--- src/hdl/tdrd_pkg.sv ---
// shared types and constants of the tls/dtls record deframer
package tdrd_pkg;

   // default count of usable fragment length bits
   localparam int LengthBitsDefault = 14;

   // width of the reported fragment length field
   localparam int FragBits = 14;

   // byte address width of the register port
   localparam int CsrAddrBits = 5;

   // status codes of a result word
   localparam logic [2:0] StOk        = 3'd0;
   localparam logic [2:0] StBadType   = 3'd1;
   localparam logic [2:0] StBadVer    = 3'd2;
   localparam logic [2:0] StBadLength = 3'd3;
   localparam logic [2:0] StTooSmall  = 3'd4;

   // input word: one stream byte
   typedef struct packed {
      logic [7:0] data_byte;
      logic       buffer_end;
   } req_word_type;

   // result word: one per stream byte
   typedef struct packed {
      logic [7:0]          payload_byte;
      logic                payload_valid;
      logic                header_done;
      logic [7:0]          content_type;
      logic [15:0]         protocol_version;
      logic                is_datagram;
      logic [15:0]         epoch;
      logic [47:0]         sequence_number;
      logic [FragBits-1:0] fragment_length;
      logic [2:0]          status;
      logic                record_end;
   } rsp_word_type;

   // check limits from the register file
   typedef struct packed {
      logic [7:0]  type_lowest;
      logic [7:0]  type_highest;
      logic [15:0] stream_ver_lowest;
      logic [15:0] stream_ver_highest;
      logic [15:0] dgram_ver_newest;
      logic [15:0] dgram_ver_oldest;
   } cfg_type;

endpackage

--- src/hdl/tdrd_csr.sv ---
// register file holding the content type and version limits
module tdrd_csr
   import tdrd_pkg::*;
(
   input  logic                   clock,
   input  logic                   reset,
   input  logic                   psel,
   input  logic                   penable,
   input  logic                   pwrite,
   input  logic [CsrAddrBits-1:0] paddr,
   input  logic [31:0]            pwdata,
   output logic [31:0]            prdata,
   output logic                   pready,
   output cfg_type                cfg
);

   // register indexes
   localparam logic [2:0] RegTypeLo   = 3'd0;
   localparam logic [2:0] RegTypeHi   = 3'd1;
   localparam logic [2:0] RegStreamLo = 3'd2;
   localparam logic [2:0] RegStreamHi = 3'd3;
   localparam logic [2:0] RegDgramNew = 3'd4;
   localparam logic [2:0] RegDgramOld = 3'd5;

   cfg_type    cfg_ff;
   logic [2:0] reg_index;
   logic       wr_en;

   assign reg_index = paddr[4:2];
   assign wr_en     = psel & penable & pwrite;
   assign pready    = 1'b1;
   assign cfg       = cfg_ff;

   // register writes
   always_ff @(posedge clock) begin
      if (reset) begin
         cfg_ff.type_lowest        <= 8'd20;
         cfg_ff.type_highest       <= 8'd23;
         cfg_ff.stream_ver_lowest  <= 16'h0301;
         cfg_ff.stream_ver_highest <= 16'h0304;
         cfg_ff.dgram_ver_newest   <= 16'hFEFC;
         cfg_ff.dgram_ver_oldest   <= 16'hFEFF;
      end else if (wr_en) begin
         case (reg_index)
            RegTypeLo:   cfg_ff.type_lowest        <= pwdata[7:0];
            RegTypeHi:   cfg_ff.type_highest       <= pwdata[7:0];
            RegStreamLo: cfg_ff.stream_ver_lowest  <= pwdata[15:0];
            RegStreamHi: cfg_ff.stream_ver_highest <= pwdata[15:0];
            RegDgramNew: cfg_ff.dgram_ver_newest   <= pwdata[15:0];
            RegDgramOld: cfg_ff.dgram_ver_oldest   <= pwdata[15:0];
            default: ;
         endcase
      end
   end

   // register reads
   always_comb begin
      case (reg_index)
         RegTypeLo:   prdata = {24'd0, cfg_ff.type_lowest};
         RegTypeHi:   prdata = {24'd0, cfg_ff.type_highest};
         RegStreamLo: prdata = {16'd0, cfg_ff.stream_ver_lowest};
         RegStreamHi: prdata = {16'd0, cfg_ff.stream_ver_highest};
         RegDgramNew: prdata = {16'd0, cfg_ff.dgram_ver_newest};
         RegDgramOld: prdata = {16'd0, cfg_ff.dgram_ver_oldest};
         default:     prdata = 32'd0;
      endcase
   end

endmodule

--- src/hdl/tdrd_parse.sv ---
// record header state machine and per-byte result logic
module tdrd_parse
   import tdrd_pkg::*;
#(
   parameter int LENGTH_BITS = LengthBitsDefault
) (
   input  logic         clock,
   input  logic         reset,
   input  logic         take,
   input  req_word_type req,
   input  cfg_type      cfg,
   output rsp_word_type res
);

   // record phases
   localparam logic [1:0] PhHeader  = 2'd0;
   localparam logic [1:0] PhPayload = 2'd1;
   localparam logic [1:0] PhSkip    = 2'd2;

   // length bits that must be clear
   localparam logic [15:0] LenForbid = 16'hFFFF << LENGTH_BITS;
   localparam logic [7:0]  DtlsMarker = 8'hFE;

   logic [1:0]             phase_ff, phase_in;
   logic [3:0]             count_ff, count_in;
   logic [7:0]             type_ff, type_in;
   logic [15:0]            version_ff, version_in;
   logic [15:0]            epoch_ff, epoch_in;
   logic [47:0]            seq_ff, seq_in;
   logic [LENGTH_BITS-1:0] length_ff, length_in;
   logic [LENGTH_BITS-1:0] left_ff, left_in;
   logic [7:0]             len_high_ff, len_high_in;

   logic [7:0]             b;
   logic                   last;
   logic [15:0]            word;
   logic [LENGTH_BITS-1:0] len_keep;
   logic                   len_bad;
   logic                   dtls;
   logic                   type_bad;
   logic                   stream_bad;
   logic                   dgram_bad;
   logic                   finish;
   logic                   stop;
   logic                   fail;
   logic [2:0]             fail_code;

   assign b        = req.data_byte;
   assign last     = req.buffer_end;
   assign word     = {len_high_ff, b};
   assign len_keep = word[LENGTH_BITS-1:0];
   assign len_bad  = (word & LenForbid) != 16'd0;
   assign dtls     = version_ff[15:8] == DtlsMarker;
   assign type_bad = (type_ff < cfg.type_lowest) || (type_ff > cfg.type_highest);
   assign stream_bad = (version_ff < cfg.stream_ver_lowest) ||
                       (version_ff > cfg.stream_ver_highest);
   assign dgram_bad  = (version_ff > cfg.dgram_ver_oldest) ||
                       (version_ff < cfg.dgram_ver_newest);

   // next state and result for the byte at the input
   always_comb begin
      res         = '0;
      phase_in    = phase_ff;
      count_in    = count_ff;
      type_in     = type_ff;
      version_in  = version_ff;
      epoch_in    = epoch_ff;
      seq_in      = seq_ff;
      length_in   = length_ff;
      left_in     = left_ff;
      len_high_in = len_high_ff;
      finish      = 1'b0;
      stop        = 1'b0;
      fail        = 1'b0;
      fail_code   = StOk;
      case (phase_ff)
         PhPayload: begin
            res.payload_byte     = b;
            res.payload_valid    = 1'b1;
            res.content_type     = type_ff;
            res.protocol_version = version_ff;
            res.is_datagram      = dtls;
            res.epoch            = epoch_ff;
            res.sequence_number  = seq_ff;
            res.fragment_length  = length_ff[FragBits-1:0];
            if (left_ff <= LENGTH_BITS'(1)) begin
               res.record_end = 1'b1;
               left_in        = '0;
               phase_in       = PhHeader;
               count_in       = 4'd0;
            end else begin
               left_in = left_ff - LENGTH_BITS'(1);
               if (last) begin
                  res.status = StTooSmall;
                  phase_in   = PhHeader;
                  count_in   = 4'd0;
               end
            end
         end
         PhHeader: begin
            count_in = count_ff + 4'd1;
            case (count_ff)
               4'd0: begin
                  type_in    = b;
                  version_in = '0;
                  epoch_in   = '0;
                  seq_in     = '0;
                  length_in  = '0;
               end
               4'd1: version_in = {b, 8'h00};
               4'd2: version_in = {version_ff[15:8], b};
               4'd3, 4'd11: len_high_in = b;
               4'd4: begin
                  if (type_bad) begin
                     fail      = 1'b1;
                     fail_code = StBadType;
                  end else if (dtls) begin
                     if (dgram_bad) begin
                        fail      = 1'b1;
                        fail_code = StBadVer;
                     end else begin
                        epoch_in = word;
                     end
                  end else if (stream_bad) begin
                     fail      = 1'b1;
                     fail_code = StBadVer;
                  end else begin
                     finish = 1'b1;
                  end
               end
               4'd12: finish = 1'b1;
               4'd5, 4'd6, 4'd7, 4'd8, 4'd9, 4'd10: seq_in = {seq_ff[39:0], b};
               default: ;
            endcase
            // header complete: length check and hand-off to payload
            if (finish) begin
               if (len_bad) begin
                  fail      = 1'b1;
                  fail_code = StBadLength;
               end else begin
                  stop      = 1'b1;
                  length_in = len_keep;
                  if (len_keep == '0 || !last) begin
                     res.header_done      = 1'b1;
                     res.content_type     = type_ff;
                     res.protocol_version = version_ff;
                     res.is_datagram      = dtls;
                     res.epoch            = epoch_ff;
                     res.sequence_number  = seq_ff;
                     res.fragment_length  = len_keep[FragBits-1:0];
                  end
                  if (len_keep == '0) begin
                     res.record_end = 1'b1;
                     phase_in       = PhHeader;
                     count_in       = 4'd0;
                  end else if (last) begin
                     res.status = StTooSmall;
                     phase_in   = PhHeader;
                     count_in   = 4'd0;
                  end else begin
                     phase_in = PhPayload;
                     left_in  = len_keep;
                  end
               end
            end
            // bad or cut-short header: report, skip to buffer end
            if (fail) begin
               res.status = fail_code;
               count_in   = 4'd0;
               phase_in   = last ? PhHeader : PhSkip;
            end else if (!stop && last) begin
               res.status = StTooSmall;
               phase_in   = PhHeader;
               count_in   = 4'd0;
            end
         end
         default: begin
            if (last) begin
               phase_in = PhHeader;
               count_in = 4'd0;
            end
         end
      endcase
   end

   // state registers
   always_ff @(posedge clock) begin
      if (reset) begin
         phase_ff    <= PhHeader;
         count_ff    <= 4'd0;
         type_ff     <= '0;
         version_ff  <= '0;
         epoch_ff    <= '0;
         seq_ff      <= '0;
         length_ff   <= '0;
         left_ff     <= '0;
         len_high_ff <= '0;
      end else if (take) begin
         phase_ff    <= phase_in;
         count_ff    <= count_in;
         type_ff     <= type_in;
         version_ff  <= version_in;
         epoch_ff    <= epoch_in;
         seq_ff      <= seq_in;
         length_ff   <= length_in;
         left_ff     <= left_in;
         len_high_ff <= len_high_in;
      end
   end

`ifndef SYNTHESIS
   a_payload_left: assert property (@(posedge clock) disable iff (reset)
      phase_ff == PhPayload |-> left_ff != '0)
      else $error("payload phase with no bytes left");

   a_header_count: assert property (@(posedge clock) disable iff (reset)
      phase_ff == PhHeader |-> count_ff <= 4'd12)
      else $error("header byte count past dtls header");

   a_enter_payload: assert property (@(posedge clock) disable iff (reset)
      take && res.header_done && !res.record_end |=> phase_ff == PhPayload)
      else $error("valid header did not start payload");

   a_enter_skip: assert property (@(posedge clock) disable iff (reset)
      take && res.status != StOk && res.status != StTooSmall && !req.buffer_end
      |=> phase_ff == PhSkip)
      else $error("header error did not start skipping");
`endif

endmodule

--- src/hdl/tdrd_outreg.sv ---
// result register between the parser and the result channel
module tdrd_outreg
   import tdrd_pkg::*;
(
   input  logic         clock,
   input  logic         reset,
   input  logic         take,
   input  rsp_word_type res,
   input  logic         rsp_stall,
   output logic         rsp_valid,
   output rsp_word_type rsp_data,
   output logic         busy
);

   logic         valid_ff;
   rsp_word_type data_ff;

   assign rsp_valid = valid_ff;
   assign rsp_data  = data_ff;
   // full and held: the input side must wait
   assign busy      = valid_ff & rsp_stall;

   // valid flag
   always_ff @(posedge clock) begin
      if (reset) begin
         valid_ff <= 1'b0;
      end else if (take) begin
         valid_ff <= 1'b1;
      end else if (!rsp_stall) begin
         valid_ff <= 1'b0;
      end
   end

   // result word
   always_ff @(posedge clock) begin
      if (take) begin
         data_ff <= res;
      end
   end

endmodule

--- src/hdl/tls_dtls_record_deframer.sv ---
// top level of the tls/dtls record deframer
//
//   channel  ports                          moves
//   req      req_valid/req_stall/req_data   one stream byte per word
//   rsp      rsp_valid/rsp_stall/rsp_data   one result word per stream byte
//   csr      psel/penable/pwrite/paddr/...  six limit registers, 4-byte spaced
//
// one word per cycle: each byte is decoded by the header state machine in the
// cycle it is taken and its result lands in the output register on that edge
// a byte is taken while the output register is empty or being drained
// rsp_stall with a full output register raises req_stall in the same cycle
// reset is synchronous and restores the default limits and header collection
module tls_dtls_record_deframer
   import tdrd_pkg::*;
#(
   parameter int LENGTH_BITS = LengthBitsDefault
) (
   input  logic                   clock,
   input  logic                   reset,
   input  logic                   req_valid,
   output logic                   req_stall,
   input  req_word_type           req_data,
   output logic                   rsp_valid,
   input  logic                   rsp_stall,
   output rsp_word_type           rsp_data,
   input  logic                   psel,
   input  logic                   penable,
   input  logic                   pwrite,
   input  logic [CsrAddrBits-1:0] paddr,
   input  logic [31:0]            pwdata,
   output logic [31:0]            prdata,
   output logic                   pready
);

   cfg_type      cfg;
   rsp_word_type res;
   logic         take;
   logic         busy;

   assign req_stall = busy;
   assign take      = req_valid & ~busy;

   // limit registers
   tdrd_csr u_csr (
      .clock   (clock),
      .reset   (reset),
      .psel    (psel),
      .penable (penable),
      .pwrite  (pwrite),
      .paddr   (paddr),
      .pwdata  (pwdata),
      .prdata  (prdata),
      .pready  (pready),
      .cfg     (cfg)
   );

   // header parser
   tdrd_parse #(
      .LENGTH_BITS (LENGTH_BITS)
   ) u_parse (
      .clock (clock),
      .reset (reset),
      .take  (take),
      .req   (req_data),
      .cfg   (cfg),
      .res   (res)
   );

   // result register
   tdrd_outreg u_outreg (
      .clock     (clock),
      .reset     (reset),
      .take      (take),
      .res       (res),
      .rsp_stall (rsp_stall),
      .rsp_valid (rsp_valid),
      .rsp_data  (rsp_data),
      .busy      (busy)
   );

endmodule
--- config.mk ---
export PLATFORM = sky130hd
export DESIGN_NAME = tls_dtls_record_deframer
export DESIGN_NICKNAME = d
export VERILOG_FILES = /design/src/hdl/tdrd_pkg.sv /design/src/hdl/tdrd_csr.sv /design/src/hdl/tdrd_parse.sv /design/src/hdl/tdrd_outreg.sv /design/src/hdl/tls_dtls_record_deframer.sv
export SDC_FILE = /design/constraint.sdc
export NUM_CORES = 1
export LEC_CHECK = 0
export ABC_AREA = 1
export CORE_AREA = 2 2 146 204
export DETAILED_ROUTE_END_ITERATION = 12
export DIE_AREA = 0 0 148 206
export DONT_BUFFER_PORTS = 1
export PLACE_DENSITY = 0.81
export SLEW_MARGIN = 20
export SYNTH_ARGS = -nofsm -noshare
export SYNTH_HDL_FRONTEND = slang
export SYNTH_HIERARCHICAL = 1
export SYNTH_SLANG_ARGS = --single-unit
--- constraint.sdc ---
create_clock -name clock -period 13.36 [get_ports clock]
set_input_delay 1.336 -clock clock [delete_from_list [all_inputs] [get_ports clock]]
set_output_delay 1.336 -clock clock [all_outputs]
set_load 0.02 [all_outputs]
# After elaboration in Yosys (flattened, before gate mapping)

Index checks and enable logic that the tools add are counted.

ROM bits: 0
RAM bits: 0
Bits of input ports: 53
Bits in registers: 328
Memories kept: 0
Bits in latches: 0

Add/sub/neg operators: 2
Multipliers: 0
Equality and inequality tests: 29
Muxes and demuxes: 72
Shift operators: 0
Order comparisons: 7
Divide/modulo/power cells: 0
Bitwise logic cells: 8
Reduce and logical (&&, ||, !) cells: 35

Operators by type and width:

| kind                                                  | count |
|---|---|
| two-way mux 107 bit                                   | 2 |
| case mux 107 bit (2 select lines)                     | 1 |
| two-way mux 14 bit                                    | 8 |
| two-way mux 104 bit                                   | 1 |
| case mux 16 bit (6 select lines)                      | 1 |
| case mux 48 bit (2 select lines)                      | 1 |
| two-way mux 16 bit                                    | 3 |
| case mux 16 bit (3 select lines)                      | 1 |
| greater-than comparator 16 bit                        | 2 |
| less-than comparator 16 bit                           | 2 |
| two-way mux 4 bit                                     | 8 |
| case mux 16 bit (2 select lines)                      | 1 |
| two-way mux 3 bit                                     | 10 |
| case mux 14 bit (2 select lines)                      | 1 |
| two-way mux 1 bit                                     | 21 |
| == test 4 bit (second input constant)                 | 5 |
| two-way mux 2 bit                                     | 10 |
| == test 4 x 3 -> 1 bit (second input constant)        | 4 |
| nonzero test 16 bit                                   | 1 |
| AND reduction 3 bit                                   | 5 |
| <= comparator 14 x 1 -> 1 bit (second input constant) | 1 |
| zero test 14 bit                                      | 1 |
| AND reduction 2 bit                                   | 7 |
| subtractor 14 x 1 -> 14 bit (second input constant)   | 1 |
| other kinds (32)                                      | 55 |

# Depth between registers and ports, before layout

Depth after elaboration: 14
Gate-level depth with buffers: 21
Mapped depth without buffers: 21

# Hierarchy

Netlist, hierarchy kept.

Modules (own cells, without submodules):

| module                   | seq. area each (sq um) | cells each | area an instance (sq um) | instances |
|---|---|---|---|---|
| tdrd_parse               | 2602.5                 | 1297       | 8562.0                   | 1 |
| tdrd_csr                 | 1601.5                 | 618        | 3991.3                   | 1 |
| tdrd_outreg              | 3533.4                 | 122        | 3553.4                   | 1 |
| tls_dtls_record_deframer | 0.0                    | 2          | 10.0                     | 1 |

# Worst setup path after synthesis

Ideal clock, no wire load.

Path type: input to register
From: input port rsp_stall
To: register u_parse.seq_ff[28]
Setup slack: 7.104 ns
Cell stages on the path: 12
Arrival: 6.124 ns
Library setup time: 0.132 ns
Required time: 13.228 ns
Cell sequence: nand2_1 -> inv_1 -> nor2_2 -> inv_1 -> nor2_2 -> inv_1 -> nor2_1 -> nor2_1 -> buf_2 -> buf_2 -> nand2_1 -> a21oi_1

Longest elaborated chain between the ends: 4

Ends and longest elaborated chain:

| item                          | RTL line                       | RTL |
|---|---|---|
| start: declaration            | tls_dtls_record_deframer.sv:24 | `input logic rsp_stall,` |
| AND 1 bit                     | tdrd_outreg.sv:21              | `assign busy = valid_ff & rsp_stall;` |
| named net req_stall           | tls_dtls_record_deframer.sv:21 | `output logic req_stall,` |
| inverter 1 bit                | tls_dtls_record_deframer.sv:41 | `assign take = req_valid & ~busy;` |
| AND 1 bit                     | tls_dtls_record_deframer.sv:41 |  |
| named net take                | tls_dtls_record_deframer.sv:37 | `logic take;` |
| AND reduction 3 bit (no line) | -                              |  |
| end signal: assignment        | tdrd_parse.sv:204              | `seq_ff <= seq_in;` |
| end: declaration              | tdrd_parse.sv:29               | `logic [47:0] seq_ff, seq_in;` |

The timed path passes the listed nets, and every way through them passes these cells.
A chain may end at the register's enable or synchronous reset.

# Final worst setup path

From: input port paddr[4]
To: output port prdata[4]

Longest elaborated chain between the ends: 2
Elaborated cells on any way between the ends: 7
Classes of those cells: 5 x eq/ne; 1 x mux; 1 x reduce/logical

Ends and longest elaborated chain:

| item                                        | RTL line                       | RTL |
|---|---|---|
| start: declaration                          | tls_dtls_record_deframer.sv:29 | `input logic [CsrAddrBits-1:0] paddr,` |
| == test 3 bit, or another cell as far along | tdrd_csr.sv:58                 | `case (reg_index)` |
| case mux 16 bit (6 select lines) (*)        | tdrd_csr.sv:58                 |  |
| end: declaration                            | tls_dtls_record_deframer.sv:31 | `output logic [31:0] prdata,` |

Every way passes the cells marked *; elsewhere a longest branch is shown, timed or not.

==> impl_results.md <==
* Clock-pin slew reported for the worst setup and hold paths after clock tree synthesis at 70 ps
* RR Endpoint: u_parse/seq_ff[17]
* Largest fanout on the critical path at 29
* WHS Endpoint: u_parse/seq_ff[43]
* Area growth, synth to finish at 6.96%
* DRC violation total after the first TritonRoute iteration at 1214
* Part of the Yosys area used for sequential elements at 0.480
* Mean post-synth cell area at 7.90 µm²
* Critical path data arrival time at 3320 ps
* Average wire per cell in the routed design at 17.1 µm
* Worst slew margin at 0.310
* Post-CTS Repair Setup Buffers at 0
* Final total power at 2.29 mW
* Residual DRC at 0
* # IOs at 205
* Number of cells on the worst reg-to-reg path at 11
* Flop-to-flop setup slack at 9820 ps
* Via count of the first global-routing pass at 12500
* Final-report max-slew violation count at 0
* Post-synth EDFFs at 117
* Cells on Worst Hold Path at 2
* Combined area of all synthesized cells at 16100 µm²
* Result of the run: complete, no violations
* Die Span Y at 206 µm
* Worst min path class: reg2reg
* Most instantiated flip-flop cell in the synthesis netlist: sky130_fd_sc_hd__dfxtp_1
* Die area at 30500 µm²
* Post-route clock skew at 27.9 ps
* Initial Utilization at 0.558
* Ratio of final minimum period to clock period at 0.349
* Unique cell type count in the Yosys netlist at 40
* Critical path data required time at 12020 ps
* Final cell area excluding filler cells at 17200 µm²
* Kind of end point of the critical path: output pin
* Cts bufs inserted at 30
* Layout filler cell count at 2557
* Antenna Diode Count at 0
* Area fraction of the dominant cell type after synthesis at 0.262
* Startpoint of the worst-slack reg-to-reg timing path: u_outreg/rsp_valid
* H-tree depth at 1
* Root buffer cell: sky130_fd_sc_hd__clkbuf_16
* Final-stage net count at 2121
* Flops & latches, synth at 328
* Total via count after detailed routing at 13300
* Unrepaired setup endpoints after global routing: false
* Leakage component of the power at 7.38 nW
* RePlAce Congestion at 0.932
* First-pass GRT wire length at 64.2 mm
* Die Width at 148 µm
* Buffers added on ports at 0
* Maximum number of pins on one net before global-route repair at 99
* Number of maximum-capacitance constraint violations at 0
* Synth async-reset ratio at 0
* Count of standard-cell rows at 74
* Post-route antenna net violation count at 0
* Count leader, synth: sky130_fd_sc_hd__nand2_1
* Start-to-end type of the worst setup path: in2out
* Global router's overall resource usage at 0.260
* Power per Cell Area at 133 nW/µm²
* Synth cell count leaders: sky130_fd_sc_hd__nand2_1 (431), sky130_fd_sc_hd__inv_1 (300), sky130_fd_sc_hd__nor2_1 (241), sky130_fd_sc_hd__dfxtp_1 (211), sky130_fd_sc_hd__a21oi_1 (168)
* Transition time at the pin with the least slew margin at 1030 ps
* Fmax at 215 MHz
* Routed via count divided by cell count at 5.56
* Sum of negative setup slack at 0 ps
* CTS tree: done
* CTS Buffer Depth at 3
* Sinks on Clock Net at 328
* Cell type with the largest total area after synthesis: sky130_fd_sc_hd__dfxtp_1
* Hold path start: u_parse/seq_ff[43]
* Post-DP Area at 16200 µm²
* GRT overflow at 0
* Minimum period implied by the final worst setup slack at 4660 ps
* Share of cells above drive strength 1 at 0.0533
* Number of warnings printed during yosys synthesis at 6
* Resize count post-CTS at 0
* Dominant cells by area after synthesis: sky130_fd_sc_hd__dfxtp_1 (26%), sky130_fd_sc_hd__edfxtp_1 (22%), sky130_fd_sc_hd__nand2_1 (10%), sky130_fd_sc_hd__inv_1 (7.0%), sky130_fd_sc_hd__ha_1 (6.4%)
* Final setup vio count at 0
* Detailed Place HPWL at 27.3 mm
* Number of detailed-route iterations in the first pass at 6
* Largest vdd supply drop at 0.108 mV
* Hold buffers post-CTS at 0
* Count of final hold-check violations at 0
* Core outline area at 28900 µm²
* Number of antenna violations at the first check in global routing at 0
* Final WL at 40.8 mm
* Post-Synthesis Cells at 2039
* Source-to-sink clock delay at the later pin of the worst-skew pair at 580 ps
* Nature of the critical path startpoint: input port
## final cells by class
cell class,instances,area [µm²],area share
Clock buffer,33,805,0.0467
Clock inverter,23,240,0.0139
Inverter,307,1150,0.0669
Multi-Input combinational cell,1304,6710,0.389
Sequential cell,328,7740,0.449
Tap cell,380,475,0.0276
Timing Repair Buffer,14,113,0.00653
## registers in the layout, indices dropped and copies added, names as in the netlist
register	cells
u_csr/cfg	80
u_outreg/rsp_data	117
u_outreg/rsp_valid	1
u_parse/count_ff	4
u_parse/epoch_ff	16
u_parse/left_ff	14
u_parse/len_high_ff	8
u_parse/length_ff	14
u_parse/phase_ff	2
u_parse/seq_ff	48
u_parse/type_ff	8
u_parse/version_ff	16
## stage by stage
step,utilization,worst slack (ps),instances,hold slack (ps)
after floorplan,-,7100,2054,437
after global placement,0.560,8370,2332,445
after detailed placement,0.560,8160,2332,453
after CTS,0.596,8770,2388,464
after global routing,0.597,8660,2389,478
final,0.597,8700,2389,464
## cell usage in the layout, fill, tap and decap left out, types with 2 or more instances in the layout
cell type                    instances
sky130_fd_sc_hd__a21oi_2             2
sky130_fd_sc_hd__dfxtp_1           211
sky130_fd_sc_hd__o21ai_0            38
sky130_fd_sc_hd__o21ai_1            10
sky130_fd_sc_hd__a21oi_1           167
sky130_fd_sc_hd__nand3_1           134
sky130_fd_sc_hd__o211ai_1           29
sky130_fd_sc_hd__nor4_1              4
sky130_fd_sc_hd__xor2_1             13
sky130_fd_sc_hd__inv_2               6
sky130_fd_sc_hd__nor2_4              7
sky130_fd_sc_hd__clkbuf_16          32
sky130_fd_sc_hd__clkinv_1            2
sky130_fd_sc_hd__nand4_1            34
sky130_fd_sc_hd__nor2_1            238
sky130_fd_sc_hd__nand2_1           431
sky130_fd_sc_hd__o31ai_1            18
sky130_fd_sc_hd__clkinvlp_4          2
sky130_fd_sc_hd__o21a_1              4
sky130_fd_sc_hd__conb_1             17
sky130_fd_sc_hd__edfxtp_1          117
sky130_fd_sc_hd__bufinv_16           4
sky130_fd_sc_hd__o22ai_1            13
sky130_fd_sc_hd__nor3_1              8
sky130_fd_sc_hd__nand2_2             5
sky130_fd_sc_hd__buf_4              12
sky130_fd_sc_hd__a21o_1              2
sky130_fd_sc_hd__ha_1               83
sky130_fd_sc_hd__inv_1             300
sky130_fd_sc_hd__nor2_2             15
sky130_fd_sc_hd__clkinv_2           12
sky130_fd_sc_hd__inv_6               2
sky130_fd_sc_hd__a211oi_1           24
sky130_fd_sc_hd__buf_6               2
## worst max path at each step
stage,start,to,slack [ps],depth (start not counted)
floorplan,rsp_stall,u_parse/seq_ff[28],7100,12
global placement,rsp_stall,u_parse/seq_ff[45],8370,11
detailed placement,rsp_stall,u_parse/seq_ff[26],8160,11
CTS,rsp_stall,u_parse/seq_ff[17],8770,11
global route,paddr[4],prdata[6],8660,8
finish,paddr[4],prdata[4],8700,8
## where the power goes
part / leakage, nW / internal (mW) / switching, mW
Clock: 0.519 / 0.515 / 0.389
Sequential: 2.90 / 1.08 / 0.0565
Combinational: 3.96 / 0.0718 / 0.180
Total: 7.38 / 1.67 / 0.626
## cell families (layout without fill, tap and decap cells)
kind of cell,after synthesis,in the layout,share of synthesized area
AND/OR/NAND/NOR,879,879,0.228
XOR/XNOR,14,14,0.00761
AO/OA/AOI/OAI,311,311,0.111
adder cells (fa/ha/maj),83,83,0.0644
other,2,17,0.000466
buffers and inverters,422,377,0.108
flip-flops,328,328,0.480
## metal layers
layer | up-vias | track usage | part of all wire
met5 | - | 0 | 0
met4 | 0 | 0.110 | 0.034
met3 | 94 | 0.0411 | 0.072
met2 | 522 | 0.455 | 0.50
met1 | 6190 | 0.317 | 0.40
li1 | 6465 | - | -
## critical path, stage by stage
cell and delay (ps):
sky130_fd_sc_hd__inv_1 510, sky130_fd_sc_hd__nand2_1 140, sky130_fd_sc_hd__nor2_1 500, sky130_fd_sc_hd__buf_4 410
sky130_fd_sc_hd__nand2_1 100, sky130_fd_sc_hd__nand2_1 90, sky130_fd_sc_hd__inv_1 40, sky130_fd_sc_hd__nand2_1 190
Power figures use the tool's default switching activity.
